<file path="src/sv/assert_macros.svh">
// Assertion macros shared by the level control RTL.
// Include once per file; each macro expands to one labelled concurrent assertion.
`ifndef ASSERT_MACROS_SVH
`define ASSERT_MACROS_SVH

// Assertion sampled on the rising clock edge, switched off while reset is high.
`define ASSERT_CLKD(label, clk, rst, prop, msg) \
   label: assert property (@(posedge clk) disable iff (rst) prop) else $error(msg);

// Assertion sampled on the rising clock edge, checked in and out of reset.
`define ASSERT_ALWAYS(label, clk, prop, msg) \
   label: assert property (@(posedge clk) prop) else $error(msg);

`endif

</file>
<file path="src/sv/kalc_pkg.sv">
// Package for the key auto-repeat level control: field widths, codes,
// register defaults and the shared structs. Depends on nothing else.
`default_nettype none

package kalc_pkg;

   localparam int unsigned KEY_W   = 10;
   localparam int unsigned MS_W    = 16;
   localparam int unsigned TIME_W  = 32;
   localparam int unsigned LEVEL_W = 6;
   localparam int unsigned CSR_W   = 16;

   // Item kinds on the timeline.
   typedef enum logic [1:0] {
      MODE_FRAME_START = 2'd0,
      MODE_KEY_EVENT   = 2'd1,
      MODE_FRAME_END   = 2'd2
   } mode_type;

   // Key event values that are acted on; the fourth code is ignored.
   typedef enum logic [1:0] {
      KEY_RELEASE = 2'd0,
      KEY_PRESS   = 2'd1,
      KEY_REPEAT  = 2'd2
   } key_value_type;

   localparam logic [4:0] EVENT_KEY = 5'd1;

   // Configuration register indexes.
   typedef enum logic [2:0] {
      CSR_MENU_KEY       = 3'd0,
      CSR_PLUS_KEY       = 3'd1,
      CSR_MINUS_KEY      = 3'd2,
      CSR_FIRST_DELAY    = 3'd3,
      CSR_REPEAT_INTERVAL = 3'd4,
      CSR_SLEEP_GAP      = 3'd5,
      CSR_VOLUME_TOP     = 3'd6,
      CSR_BRIGHTNESS_TOP = 3'd7
   } csr_index_type;

   // Reset values of the configuration registers.
   localparam logic [KEY_W-1:0]   MENU_KEY_RESET        = 10'd708;
   localparam logic [KEY_W-1:0]   PLUS_KEY_RESET        = 10'd115;
   localparam logic [KEY_W-1:0]   MINUS_KEY_RESET       = 10'd114;
   localparam logic [MS_W-1:0]    FIRST_DELAY_RESET     = 16'd300;
   localparam logic [MS_W-1:0]    REPEAT_INTERVAL_RESET = 16'd100;
   localparam logic [MS_W-1:0]    SLEEP_GAP_RESET       = 16'd1000;
   localparam logic [LEVEL_W-1:0] VOLUME_TOP_RESET      = 6'd20;
   localparam logic [LEVEL_W-1:0] BRIGHTNESS_TOP_RESET  = 6'd10;

   typedef struct packed {
      logic [KEY_W-1:0]   menu_key_code;
      logic [KEY_W-1:0]   plus_key_code;
      logic [KEY_W-1:0]   minus_key_code;
      logic [MS_W-1:0]    first_delay_ms;
      logic [MS_W-1:0]    repeat_interval_ms;
      logic [MS_W-1:0]    sleep_gap_ms;
      logic [LEVEL_W-1:0] volume_top;
      logic [LEVEL_W-1:0] brightness_top;
   } cfg_type;

   typedef struct packed {
      logic [LEVEL_W-1:0] volume;
      logic [LEVEL_W-1:0] brightness;
      logic               volume_changed;
      logic               brightness_changed;
   } result_type;

   // One saturating level step: up stops at the top, down stops at zero.
   function automatic logic [LEVEL_W-1:0] step_level(input logic [LEVEL_W-1:0] lvl,
                                                     input logic [LEVEL_W-1:0] top,
                                                     input logic up);
      logic [LEVEL_W-1:0] res;
      res = lvl;
      if (up) begin
         if (lvl < top) res = lvl + LEVEL_W'(1);
      end else if (lvl != '0) begin
         res = lvl - LEVEL_W'(1);
      end
      return res;
   endfunction

endpackage

`default_nettype wire

</file>
<file path="src/sv/key_autorepeat_level_control.sv">
// Top level of the key auto-repeat level control: configuration registers,
// the state core and a two-entry result buffer. Uses kalc_pkg, kalc_core and
// assert_macros.svh.
//
//   Channel  Ports                      Direction  Carries
//   req      req_valid / req_ready      in         one timeline item
//   rsp      rsp_valid / rsp_ready      out        levels and change flags
//   csr      csr_wen / csr_index        in         register write, no read-back
//
// One item per cycle is sustained while the skid register is empty.
// A result is registered for rsp, or in the skid register behind a stall.
// The result register and a skid register hold two results; req_ready is
// low in every cycle in which both are full, whatever rsp_ready does.
// Reset is synchronous: levels and key state clear, registers take defaults.
`default_nettype none
`include "assert_macros.svh"

module key_autorepeat_level_control (
   input  wire logic                          clock,
   input  wire logic                          reset,
   input  wire logic                          req_valid,
   output      logic                          req_ready,
   input  wire logic [1:0]                    req_mode,
   input  wire logic [kalc_pkg::TIME_W-1:0]   req_time_ms,
   input  wire logic [4:0]                    req_event_type,
   input  wire logic [kalc_pkg::KEY_W-1:0]    req_key_code,
   input  wire logic [1:0]                    req_key_value,
   output      logic                          rsp_valid,
   input  wire logic                          rsp_ready,
   output      logic [kalc_pkg::LEVEL_W-1:0]  rsp_volume,
   output      logic [kalc_pkg::LEVEL_W-1:0]  rsp_brightness,
   output      logic                          rsp_volume_changed,
   output      logic                          rsp_brightness_changed,
   input  wire logic                          csr_wen,
   input  wire logic [2:0]                    csr_index,
   input  wire logic [kalc_pkg::CSR_W-1:0]    csr_wdata
);

   kalc_pkg::cfg_type    cfg_ff;
   kalc_pkg::result_type new_result;
   kalc_pkg::result_type out_ff, skid_ff;
   logic                 out_valid_ff, skid_valid_ff;
   logic                 accept, pop;

   assign req_ready = !skid_valid_ff;
   assign accept    = req_valid && req_ready;
   assign pop       = out_valid_ff && rsp_ready;

   // Configuration registers; each write keeps the low bits that fit.
   always_ff @(posedge clock) begin
      if (reset) begin
         cfg_ff.menu_key_code      <= kalc_pkg::MENU_KEY_RESET;
         cfg_ff.plus_key_code      <= kalc_pkg::PLUS_KEY_RESET;
         cfg_ff.minus_key_code     <= kalc_pkg::MINUS_KEY_RESET;
         cfg_ff.first_delay_ms     <= kalc_pkg::FIRST_DELAY_RESET;
         cfg_ff.repeat_interval_ms <= kalc_pkg::REPEAT_INTERVAL_RESET;
         cfg_ff.sleep_gap_ms       <= kalc_pkg::SLEEP_GAP_RESET;
         cfg_ff.volume_top         <= kalc_pkg::VOLUME_TOP_RESET;
         cfg_ff.brightness_top     <= kalc_pkg::BRIGHTNESS_TOP_RESET;
      end else if (csr_wen) begin
         case (kalc_pkg::csr_index_type'(csr_index))
            kalc_pkg::CSR_MENU_KEY:
               cfg_ff.menu_key_code <= csr_wdata[kalc_pkg::KEY_W-1:0];
            kalc_pkg::CSR_PLUS_KEY:
               cfg_ff.plus_key_code <= csr_wdata[kalc_pkg::KEY_W-1:0];
            kalc_pkg::CSR_MINUS_KEY:
               cfg_ff.minus_key_code <= csr_wdata[kalc_pkg::KEY_W-1:0];
            kalc_pkg::CSR_FIRST_DELAY:
               cfg_ff.first_delay_ms <= csr_wdata;
            kalc_pkg::CSR_REPEAT_INTERVAL:
               cfg_ff.repeat_interval_ms <= csr_wdata;
            kalc_pkg::CSR_SLEEP_GAP:
               cfg_ff.sleep_gap_ms <= csr_wdata;
            kalc_pkg::CSR_VOLUME_TOP:
               cfg_ff.volume_top <= csr_wdata[kalc_pkg::LEVEL_W-1:0];
            kalc_pkg::CSR_BRIGHTNESS_TOP:
               cfg_ff.brightness_top <= csr_wdata[kalc_pkg::LEVEL_W-1:0];
            default: begin
            end
         endcase
      end
   end

   // Key state and levels.
   kalc_core u_core (
      .clock           (clock),
      .reset           (reset),
      .item_valid      (accept),
      .item_mode       (req_mode),
      .item_time_ms    (req_time_ms),
      .item_event_type (req_event_type),
      .item_key_code   (req_key_code),
      .item_key_value  (req_key_value),
      .cfg             (cfg_ff),
      .result          (new_result)
   );

   // Result register with a skid register behind it.
   always_ff @(posedge clock) begin
      if (reset) begin
         out_valid_ff  <= 1'b0;
         skid_valid_ff <= 1'b0;
      end else if (!out_valid_ff || pop) begin
         if (skid_valid_ff) begin
            out_valid_ff  <= 1'b1;
            skid_valid_ff <= 1'b0;
         end else begin
            out_valid_ff  <= accept;
         end
      end else if (accept) begin
         skid_valid_ff <= 1'b1;
      end
   end

   always_ff @(posedge clock) begin
      if (!out_valid_ff || pop) begin
         if (skid_valid_ff) out_ff <= skid_ff;
         else if (accept)   out_ff <= new_result;
      end else if (accept) begin
         skid_ff <= new_result;
      end
   end

   assign rsp_valid              = out_valid_ff;
   assign rsp_volume             = out_ff.volume;
   assign rsp_brightness         = out_ff.brightness;
   assign rsp_volume_changed     = out_ff.volume_changed;
   assign rsp_brightness_changed = out_ff.brightness_changed;

   // The skid register only fills behind a held result.
   `ASSERT_CLKD(a_skid_behind_out, clock, reset, skid_valid_ff |-> out_valid_ff, "skid register full while result register empty")
   // A stalled result keeps its value.
   `ASSERT_CLKD(a_out_holds, clock, reset, (out_valid_ff && !rsp_ready) |=> (out_valid_ff && $stable(out_ff)), "stalled result changed")
   // An item accepted while the result is stalled lands in the skid register.
   `ASSERT_CLKD(a_accept_into_skid, clock, reset, (accept && out_valid_ff && !rsp_ready) |=> skid_valid_ff, "accepted item lost behind a stalled result")

endmodule

`default_nettype wire

</file>
<file path="src/sv/kalc_core.sv">
// Key and level state of the level control: frame timing, held and fresh
// flags, repeat due times and the two levels. Uses kalc_pkg and assert_macros.svh.
`default_nettype none
`include "assert_macros.svh"

module kalc_core (
   input  wire logic                         clock,
   input  wire logic                         reset,
   input  wire logic                         item_valid,
   input  wire logic [1:0]                   item_mode,
   input  wire logic [kalc_pkg::TIME_W-1:0]  item_time_ms,
   input  wire logic [4:0]                   item_event_type,
   input  wire logic [kalc_pkg::KEY_W-1:0]   item_key_code,
   input  wire logic [1:0]                   item_key_value,
   input  wire kalc_pkg::cfg_type            cfg,
   output kalc_pkg::result_type              result
);

   logic [kalc_pkg::TIME_W-1:0]  frame_time_ff, frame_time_in;
   logic                         frame_seen_ff, frame_seen_in;
   logic                         discard_ff, discard_in;
   logic                         modifier_held_ff, modifier_held_in;
   logic                         plus_held_ff, plus_held_in;
   logic                         plus_fresh_ff, plus_fresh_in;
   logic [kalc_pkg::TIME_W-1:0]  plus_due_ff, plus_due_in;
   logic                         minus_held_ff, minus_held_in;
   logic                         minus_fresh_ff, minus_fresh_in;
   logic [kalc_pkg::TIME_W-1:0]  minus_due_ff, minus_due_in;
   logic [kalc_pkg::LEVEL_W-1:0] volume_ff, volume_in;
   logic [kalc_pkg::LEVEL_W-1:0] brightness_ff, brightness_in;

   // Frame end working values.
   logic                         mod_eff;
   logic                         p_fresh, p_held, p_go;
   logic                         m_fresh, m_held, m_go;
   logic [kalc_pkg::TIME_W-1:0]  p_due, m_due;
   logic [kalc_pkg::LEVEL_W-1:0] vol_mid, bri_mid;

   // Key event and frame start working values.
   logic                         key_act, key_on;
   logic [kalc_pkg::TIME_W-1:0]  gap, press_due;

   assign gap       = item_time_ms - frame_time_ff;
   assign press_due = frame_time_ff + kalc_pkg::TIME_W'(cfg.first_delay_ms);
   assign key_on    = item_key_value != kalc_pkg::KEY_RELEASE;
   assign key_act   = !discard_ff && (item_event_type == kalc_pkg::EVENT_KEY) &&
                      (item_key_value inside {kalc_pkg::KEY_RELEASE, kalc_pkg::KEY_PRESS,
                                              kalc_pkg::KEY_REPEAT});

   // A discarded frame clears all key state before the keys are served.
   assign mod_eff = !discard_ff && modifier_held_ff;
   assign p_fresh = !discard_ff && plus_fresh_ff;
   assign p_held  = !discard_ff && plus_held_ff;
   assign p_due   = discard_ff ? '0 : plus_due_ff;
   assign m_fresh = !discard_ff && minus_fresh_ff;
   assign m_held  = !discard_ff && minus_held_ff;
   assign m_due   = discard_ff ? '0 : minus_due_ff;
   assign p_go    = p_fresh || (p_held && (frame_time_ff >= p_due));
   assign m_go    = m_fresh || (m_held && (frame_time_ff >= m_due));

   // Plus is served first, minus then works on the level that plus left.
   always_comb begin
      vol_mid = volume_ff;
      bri_mid = brightness_ff;
      if (p_go) begin
         if (mod_eff) bri_mid = kalc_pkg::step_level(brightness_ff, cfg.brightness_top, 1'b1);
         else         vol_mid = kalc_pkg::step_level(volume_ff, cfg.volume_top, 1'b1);
      end
   end

   // Next state for the accepted item.
   always_comb begin
      frame_time_in    = frame_time_ff;
      frame_seen_in    = frame_seen_ff;
      discard_in       = discard_ff;
      modifier_held_in = modifier_held_ff;
      plus_held_in     = plus_held_ff;
      plus_fresh_in    = plus_fresh_ff;
      plus_due_in      = plus_due_ff;
      minus_held_in    = minus_held_ff;
      minus_fresh_in   = minus_fresh_ff;
      minus_due_in     = minus_due_ff;
      volume_in        = volume_ff;
      brightness_in    = brightness_ff;
      case (kalc_pkg::mode_type'(item_mode))
         kalc_pkg::MODE_FRAME_START: begin
            discard_in    = frame_seen_ff && (gap > kalc_pkg::TIME_W'(cfg.sleep_gap_ms));
            frame_time_in = item_time_ms;
            frame_seen_in = 1'b1;
         end
         kalc_pkg::MODE_KEY_EVENT: begin
            if (key_act) begin
               if (item_key_code == cfg.menu_key_code) modifier_held_in = key_on;
               if (item_key_code == cfg.plus_key_code) begin
                  plus_held_in  = key_on;
                  plus_fresh_in = key_on;
                  if (key_on) plus_due_in = press_due;
               end
               if (item_key_code == cfg.minus_key_code) begin
                  minus_held_in  = key_on;
                  minus_fresh_in = key_on;
                  if (key_on) minus_due_in = press_due;
               end
            end
         end
         kalc_pkg::MODE_FRAME_END: begin
            modifier_held_in = mod_eff;
            plus_held_in     = p_held;
            plus_fresh_in    = 1'b0;
            plus_due_in      = (p_go && !p_fresh) ?
                               p_due + kalc_pkg::TIME_W'(cfg.repeat_interval_ms) : p_due;
            minus_held_in    = m_held;
            minus_fresh_in   = 1'b0;
            minus_due_in     = (m_go && !m_fresh) ?
                               m_due + kalc_pkg::TIME_W'(cfg.repeat_interval_ms) : m_due;
            volume_in        = vol_mid;
            brightness_in    = bri_mid;
            if (m_go) begin
               if (mod_eff) brightness_in = kalc_pkg::step_level(bri_mid, cfg.brightness_top, 1'b0);
               else         volume_in     = kalc_pkg::step_level(vol_mid, cfg.volume_top, 1'b0);
            end
            discard_in = 1'b0;
         end
         default: begin
         end
      endcase
   end

   // Result of the accepted item, taken by the output stage in the same cycle.
   assign result.volume             = volume_in;
   assign result.brightness         = brightness_in;
   assign result.volume_changed     = volume_in != volume_ff;
   assign result.brightness_changed = brightness_in != brightness_ff;

   // State registers, updated once per accepted item.
   always_ff @(posedge clock) begin
      if (reset) begin
         frame_time_ff    <= '0;
         frame_seen_ff    <= 1'b0;
         discard_ff       <= 1'b0;
         modifier_held_ff <= 1'b0;
         plus_held_ff     <= 1'b0;
         plus_fresh_ff    <= 1'b0;
         plus_due_ff      <= '0;
         minus_held_ff    <= 1'b0;
         minus_fresh_ff   <= 1'b0;
         minus_due_ff     <= '0;
         volume_ff        <= '0;
         brightness_ff    <= '0;
      end else if (item_valid) begin
         frame_time_ff    <= frame_time_in;
         frame_seen_ff    <= frame_seen_in;
         discard_ff       <= discard_in;
         modifier_held_ff <= modifier_held_in;
         plus_held_ff     <= plus_held_in;
         plus_fresh_ff    <= plus_fresh_in;
         plus_due_ff      <= plus_due_in;
         minus_held_ff    <= minus_held_in;
         minus_fresh_ff   <= minus_fresh_in;
         minus_due_ff     <= minus_due_in;
         volume_ff        <= volume_in;
         brightness_ff    <= brightness_in;
      end
   end

   // A frame end leaves no fresh key and no discard mark behind.
   `ASSERT_CLKD(a_frame_end_clears, clock, reset, (item_valid && item_mode == kalc_pkg::MODE_FRAME_END) |=> (!plus_fresh_ff && !minus_fresh_ff && !discard_ff), "frame end left fresh or discard state")
   // A discarded frame ignores its key events.
   `ASSERT_CLKD(a_discard_ignores_keys, clock, reset, (item_valid && discard_ff && item_mode == kalc_pkg::MODE_KEY_EVENT) |=> ($stable(plus_held_ff) && $stable(minus_held_ff) && $stable(modifier_held_ff)), "key event acted on in a discarded frame")

endmodule

`default_nettype wire

</file>
<file path="config.mk">
export PLATFORM = sky130hd
export DESIGN_NAME = key_autorepeat_level_control
export DESIGN_NICKNAME = d
export VERILOG_FILES = /design/src/sv/kalc_pkg.sv /design/src/sv/key_autorepeat_level_control.sv /design/src/sv/kalc_core.sv
export VERILOG_INCLUDE_DIRS = /design/src /design/src/sv
export SDC_FILE = /design/constraint.sdc
export NUM_CORES = 1
export LEC_CHECK = 0
export BUFFER_PORTS_ARGS = -buffer_cell sky130_fd_sc_hd__buf_2
export CORE_ASPECT_RATIO = 1.75
export CORE_MARGIN = 2
export CORE_UTILIZATION = 37
export CTS_CLUSTER_DIAMETER = 150
export DETAILED_ROUTE_END_ITERATION = 16
export RECOVER_POWER = 25
export SLEW_MARGIN = 15
export SYNTH_ARGS = -nofsm -noshare
export SYNTH_HDL_FRONTEND = slang
export SYNTH_SLANG_ARGS = --single-unit
</file>
<file path="constraint.sdc">
create_clock -name clock -period 5.8 [get_ports clock]
set_input_delay 0.29 -clock clock [delete_from_list [all_inputs] [get_ports clock]]
set_output_delay 0.29 -clock clock [all_outputs]
set_load 0.01 [all_outputs]
</file>
==> results.json, run 1 <==
{
  "worstSkewPairLatency_ns": 0.57,
  "die_area_um2": 49900,
  "fin_tns_setup_ns": 0,
  "drtIter0Drc": 1006,
  "post-route-period-util_pct": 93.2,
  "cts_buffers": 26,
  "clkTransAtPathRegs_ns": 0.07,
  "fmax_ghz": 0.185,
  "ys_seq_area_share_pct": 28.1,
  "async_reset_ff_share_pct": 0,
  "critical_path.max_fanout": 5,
  "crit_required_ns": 6.21,
  "critPathTopFamily": "compound AO/OA/AOI/OAI gates",
  "die_h_um": 294,
  "syn_to_final_growth_pct": 12.0,
  "synth_top_cell_by_area": "dfxtp_1",
  "failed_checks": "max-capacitance violations, max-slew violations",
  "drv_cap": 1,
  "fin_worst_hold_slack_ns": 0.0197,
  "synth.area.mux_share_pct": 1.71,
  "syn_area_per_cell_um2": 7.44,
  "rsz0062_at_grt": "no",
  "peakVddDrop_uv": 199,
  "synth_area_leaders": "dfxtp_1, ha_1, nand2_1",
  "synth_xor_area_share_pct": 6.26,
  "drive_gt1_share_pct": 7.45,
  "via_per_inst": 5.72,
  "synth_seq_cells": 235,
  "fin_skew_ns": 0.0169,
  "routed_wl_mm": 61.6,
  "synth-main-ff-cell": "dfxtp_1",
  "nNetsFinal": 2706,
  "cp_slowest_cell": "a2111oi_0",
  "cts_tree": "built",
  "slew_headroom_pct": -169,
  "via_count": 17500,
  "yosys-top-cells-count": "nand2_1, a21oi_1, dfxtp_1",
  "synthSimpleGateAreaFrac_pct": 23.3,
  "critPathKind": "flip-flop to flip-flop",
  "num_rows": 106,
  "hp-class": "input port to flip-flop",
  "power_density_nw_per_um2": 223,
  "grt_max_degree": 80,
  "grt_util_all_layers_pct": 24.4,
  "routabilityCongestion": 0.938,
  "cts_root_buf": "clkbuf_16",
  "clock_tree.buffer_depth": 3,
  "synth_fp_nets": 2644,
  "yosysTopAreaCellShare_pct": 23.3,
  "worst-path-buf-inv": 1,
  "power_w": 0.00443,
  "first_global_vias": 17700,
  "wl_per_cell_um": 20.1,
  "yosys_warnings": 0,
  "ctsResizeCount": 0,
  "start_kind": "flip-flop",
  "grt_pass1_wl_mm": 95.5,
  "yosysMostFrequentCell": "nand2_1",
  "antenna_found_initial": 0,
  "finalSetupViolations": 0,
  "synth.distinct_cells": 83,
  "io_buffers": 90,
  "hpwl_mm": 46.8,
  "htreeDepth": 1,
  "leakagePower_nw": 8.01,
  "synth_edf_count": 28,
  "hold_viol": 0,
  "route.detailed.drc": 0,
  "num_io_pins": 91,
  "cts_hold_buf": 31,
  "crit_chain": "inv_1 -> ha_1 -> nor2b_1 -> o21a_1 -> o21ai_0 -> a21oi_1 -> a41o_1 -> a21oi_1 -> o21bai_1 -> xor2_1 -> ha_1 -> nand4_1 -> or3_1 -> o21ai_0 -> o2111ai_1 -> a2111oi_0 -> nand4_1 -> a2111oi_0 -> o32ai_1",
  "cts_sinks": 235,
  "ant_nets": 0,
  "initial_utilization_pct": 37.3,
  "core_area_um2": 47600,
  "netlist_instances": 2389,
  "synth_top_family_by_area": "simple AND/OR/NAND/NOR gates",
  "slew_viol_final": 78,
  "worst_slew_pin_slew_ns": 4.03,
  "status": "finished with violations",
  "finalWorstPathRequiredPeriod_ns": 5.41,
  "syn_area_um2": 17800,
  "cp.arrival_ns": 5.81,
  "dieWidth_um": 170,
  "post_cts_buffers": 0,
  "synth_compound_area_share_pct": 22.4,
  "gr-total-overflow": 0,
  "cpPeakStageDelay_ns": 0.65,
  "synth-adder-area-share_pct": 12.8,
  "dr.pass1.iters": 5,
  "end_kind": "flip-flop"
}
==> final timing paths <==
| path | to | cells after the start | startpoint | slack [ns] |
|---|---|---|---|---|
| worst max-delay path | u_core.discard_ff | 19 | u_core.frame_time_ff[1] | 0.39 |
| worst min-delay path | u_core.frame_time_ff[29] | 3 | req_time_ms[29] | 0.02 |
| worst max register to register | u_core.discard_ff | 19 | u_core.frame_time_ff[1] | 0.39 |
| worst min register to register | cfg_ff[16] | 2 | cfg_ff[16] | 0.46 |
==> metal layers <==
| layer | vias to the layer above | track usage (%) | routed length [µm] |
|---|---|---|---|
| met5 | - | 0 | 0 |
| met4 | 0 | 19.4 | 5620 |
| met3 | 218 | 2.43 | 2230 |
| met2 | 492 | 45.0 | 31200 |
| met1 | 8250 | 24.8 | 22600 |
| li1 | 8587 | - | - |
==> through the flow <==
stage                     std cells  util (%)  setup slack (ns)  instance area, µm²
final                          3066      41.8             0.395               19900
after global placement         2986      39.4             0.489               18700
after CTS                      3065      41.8             0.423               19900
after floorplan                2389         -             0.791               17800
after detailed placement       2986      39.4             0.444               18700
after global routing           3065      41.8            0.0118               19900
==> cells in the final DEF, fill, tap and decap left out, types with 9 or more instances in the layout <==
cell           netlist  final
buf_4                5     22
and3_1              18     18
xnor2_1             86     86
a211oi_1            36     36
o21a_1              23     23
nor2_1             183    182
xor2_1              41     41
nand3_1             79     79
nor2b_1             30     30
a21o_1              32     32
or3_1               15     15
o31ai_1             10     10
dlygate4sd3_1        0     31
nand4_1             40     40
nor4_1              15     15
o211ai_1            21     21
mux2i_1             12     12
nand2b_1            20     20
o21ai_0            121    121
buf_2                1     76
a31oi_1             20     20
a21oi_1            268    268
clkbuf_1            93     16
clkbuf_16            0     26
dfxtp_1            207    207
mux2_2              15     15
inv_1              141    140
a311oi_1            11     11
nand2_1            432    432
edfxtp_1            28     28
a32o_1               9      9
ha_1               176    175
nor3_1              54     52
==> flip-flops by register name, summed over array words and instances, names as in the netlist <==
name	cells
cfg_ff	90
u_core.frame_time_ff	32
u_core.minus_due_ff	32
u_core.plus_due_ff	32
skid_ff	14
rsp_brightness	6
rsp_volume	6
u_core.brightness_ff	6
u_core.volume_ff	6
rsp_brightness_changed	1
rsp_valid	1
rsp_volume_changed	1
skid_valid_ff	1
u_core.discard_ff	1
u_core.frame_seen_ff	1
u_core.minus_fresh_ff	1
u_core.minus_held_ff	1
u_core.modifier_held_ff	1
u_core.plus_fresh_ff	1
u_core.plus_held_ff	1
==> worst reg2reg max path, delay by kind of cell (launching register included) <==
family                     cells  cell delay (ns)
buffers and inverters          1             0.14
xor gates and xnor gates       1             0.16
AOI/OAI and AO/OA             11             3.13
and+or+nand+nor                4             0.80
adders and majority gates      2             0.58
DFF                            1             0.42
==> power breakdown <==
part / internal, W / leakage [nW] / switching [W] / total (W)
Clock: 0.000970 / 0.427 / 0.000766 / 0.00174
Combinational: 0.000343 / 5.63 / 0.000590 / 0.000933
Sequential: 0.00171 / 1.95 / 0.0000578 / 0.00176
Total: 0.00302 / 8.01 / 0.00141 / 0.00443
==> layout make-up <==
class	count	area, µm²
tap	594	743
antenna	1	2.50
fill	4892	27700
clock inverter	15	148
sequential	235	4980
multi-input combinational	1903	11900
timing repair buffer	143	908
clock buffer	33	718
inverter	142	533
==> logic make-up after synthesis <==
family / after synthesis
AND/OR/NAND/NOR: 925
AO/OA/AOI/OAI: 643
buffers and inverters: 251
flip-flops: 235
adder cells (fa/ha/maj): 180
XOR/XNOR: 127
multiplexers: 28
No activity file was read; power rests on OpenSTA's default activity.
==> run 2, diff against run 1 <==
==> constraint.sdc (replaced) <==
create_clock -name clock -period 4.6 [get_ports clock]
set_input_delay 0.23 -clock clock [delete_from_list [all_inputs] [get_ports clock]]
set_output_delay 0.23 -clock clock [all_outputs]
set_load 0.01 [all_outputs]
==> run 2 against run 1 <==
The run now ends clean. Maximum frequency up 21%. Register-to-register slack worse by 0.25 ns. Worst setup slack worse by 0.25 ns. Non-clock buffer count up 79. Combinational power up 38%. Sequential cell count unchanged. Core utilization up 1.7 points. Count of clock-buffer cells in the layout down 2. Total power up 30%. Die area unchanged. Via count up 1.6%. Routed wire length up 1.1%. Highest routed layer is now met5.
==> results.json, run 2 (synthesis gave the netlist of run 1 again) <==
{
  "slew_viol_final": 0,
  "grt_max_degree": 85,
  "ant_nets": 0,
  "critPathKind": "flip-flop to flip-flop",
  "num_io_pins": 91,
  "first_global_vias": 17400,
  "critical_path.max_fanout": 10,
  "regMostFlops": "cfg_ff",
  "worst_slew_pin_slew_ns": 1.18,
  "finalWorstPathRequiredPeriod_ns": 4.46,
  "core_area_um2": 47600,
  "drtIter0Drc": 900,
  "place_inst": 3055,
  "switchingPower_w": 0.00178,
  "routabilityCongestion": 0.945,
  "dr.pass1.iters": 6,
  "hp-class": "input port to flip-flop",
  "grt_util_all_layers_pct": 24.5,
  "diodes": 0,
  "io_buffers": 90,
  "fmax_ghz": 0.224,
  "grt_pass1_wl_mm": 95.8,
  "slew_headroom_pct": 21.4,
  "clock_tree.buffer_depth": 3,
  "hpwl_mm": 47.6,
  "power_density_nw_per_um2": 277,
  "finalSetupViolations": 0,
  "p_comb_share_pct": 22.5,
  "worst-path-buf-inv": 2,
  "fin_skew_ns": 0.0117,
  "final_cells": 3141,
  "rrSetupSlack_ns": 0.14,
  "via_per_inst": 5.68,
  "end_kind": "flip-flop",
  "num_rows": 106,
  "worst_path_most_repeated_cell": "nor2_1",
  "wl_per_cell_um": 19.8,
  "syn_to_final_growth_pct": 16.6,
  "cp.arrival_ns": 4.75,
  "cp-endpoint": "rsp_brightness_changed",
  "cts_tree": "built",
  "fin_tns_setup_ns": 0,
  "layout_commonest_cell": "nand2_1",
  "seq_power_share_pct": 38.6,
  "grt_util_met2_pct": 44.9,
  "htreeDepth": 1,
  "gr-total-overflow": 0,
  "leakagePower_nw": 8.42,
  "met1_usage_pct": 25.8,
  "use_met3_pct": 2.04,
  "mostFrequentLayoutCells": "nand2_1, a21oi_1, dfxtp_1",
  "fill_cells": 4785,
  "worstSkewPairLatency_ns": 0.55,
  "swShare_pct": 31.0,
  "crit_chain": "buf_4 -> nor2b_1 -> inv_1 -> ha_1 -> a21oi_1 -> o21a_1 -> a2bb2oi_1 -> nand3_2 -> a32o_1 -> or4_4 -> a32oi_4 -> nor2_1 -> nor2_1 -> o2111ai_1 -> o41a_1 -> mux2_4",
  "cp_slowest_cell": "or4_4",
  "critPathTopFamily": "compound AO/OA/AOI/OAI gates",
  "nNetsFinal": 2784,
  "worstRegToRegCells": 16,
  "largest_reg_flops": 90,
  "peakVddDrop_uv": 213,
  "status": "completed",
  "die_area_um2": 49900,
  "initial_utilization_pct": 37.3,
  "power_w": 0.00574,
  "antenna_found_initial": 1,
  "start_kind": "flip-flop",
  "cts_sinks": 235,
  "route.detailed.drc": 0,
  "p_clk_share_pct": 38.9,
  "clkTransAtPathRegs_ns": 0.07,
  "cts_buffers": 25,
  "die_h_um": 294,
  "routed_wl_mm": 62.3,
  "crit_required_ns": 4.90,
  "cts_root_buf": "clkbuf_16",
  "post-route-period-util_pct": 96.9,
  "startpoint": "u_core.discard_ff",
  "drive_gt1_share_pct": 10.7,
  "cpPeakStageDelay_ns": 0.53,
  "critical_path_depth": 16,
  "via_count": 17800,
  "top_usage_layer": "met2",
  "drv_cap": 0,
  "dieWidth_um": 170,
  "r2r-start": "u_core.discard_ff",
  "r2r-end": "rsp_brightness_changed",
  "p_int_w": 0.00396,
  "hold_viol": 0
}
## run 2: changes by cell type in the layout (fill, tap and decap cells not counted), moves of 5 or more
cell and delta:
a21oi_1 -6, a21oi_2 +6, buf_4 +68, clkinv_2 -5, dlygate4sd3_1 +9
## run 2: through the flow
step	setup slack, ns	util (%)	hold slack, ns	cell area [µm²]
after global placement	-0.698	40.5	0.445	19300
after global routing	-0.0682	43.5	0.0435	20700
final	0.141	43.5	0.0460	20700
after floorplan	0.0332	-	0.354	17800
after detailed placement	-0.696	40.5	0.450	19300
after CTS	0.00566	43.3	0.0177	20600
## run 2: worst reg2reg max path, stage by stage, from the launching register on
cell and delay [ns]:
dfxtp_1 0.33, buf_4 0.20, nor2b_1 0.25, inv_1 0.11, ha_1 0.32, a21oi_1 0.18, o21a_1 0.15, a2bb2oi_1 0.21
nand3_2 0.22, a32o_1 0.33, or4_4 0.53, a32oi_4 0.32, nor2_1 0.08, nor2_1 0.14, o2111ai_1 0.13, o41a_1 0.46
mux2_4 0.26
## run 2: per-layer routing
metal	up-vias	part of all wire, %
met5	-	0.011
met4	2	8.3
met3	203	3.5
met2	526	51
met1	8378	37
li1	8725	-
## run 2: power groups by stage
stage          combinational (W)  sequential [W]  clock, W
2_1_floorplan           0.000792         0.00224         0
3_3_place_gp             0.00119         0.00226         0
3_5_place_dp             0.00121         0.00226         0
4_1_cts                  0.00125         0.00221   0.00228
5_1_grt                  0.00142         0.00222   0.00235
6_report                 0.00129         0.00222   0.00224
## run 2: repair_timing
action / CTS / global route
hold buffers: 41 / 0
setup buffers: 0 / 1
pin swaps: 3 / 16
endpoints found under the setup margin: 1 / 9
gates resized for setup: 12 / 28
endpoints found under the hold margin: 56 / 0
## run 2: layout make-up
class / count / area, µm² / share of cell area (%)
inverters: 142 / 533 / 2.57
clock inverters: 14 / 203 / 0.978
clock buffers: 31 / 668 / 3.22
repair buffers: 222 / 1550 / 7.50
multi-input cells: 1903 / 12000 / 58.1
well taps: 594 / 743 / 3.59
flip-flops and latches: 235 / 4990 / 24.1
## run 2: worst min path at each step
stage,startpoint,to,slack (ns),cells past startpoint
6_report,csr_wdata[9],cfg_ff[53],0.05,3
4_1_cts,rsp_ready,skid_valid_ff,0.02,3
2_1_floorplan,csr_wdata[6],cfg_ff[34],0.35,2
3_3_place_gp,u_core.plus_due_ff[13],u_core.plus_due_ff[13],0.44,2
5_1_grt,csr_wdata[9],cfg_ff[53],0.04,3
3_5_place_dp,cfg_ff[2],cfg_ff[2],0.45,2
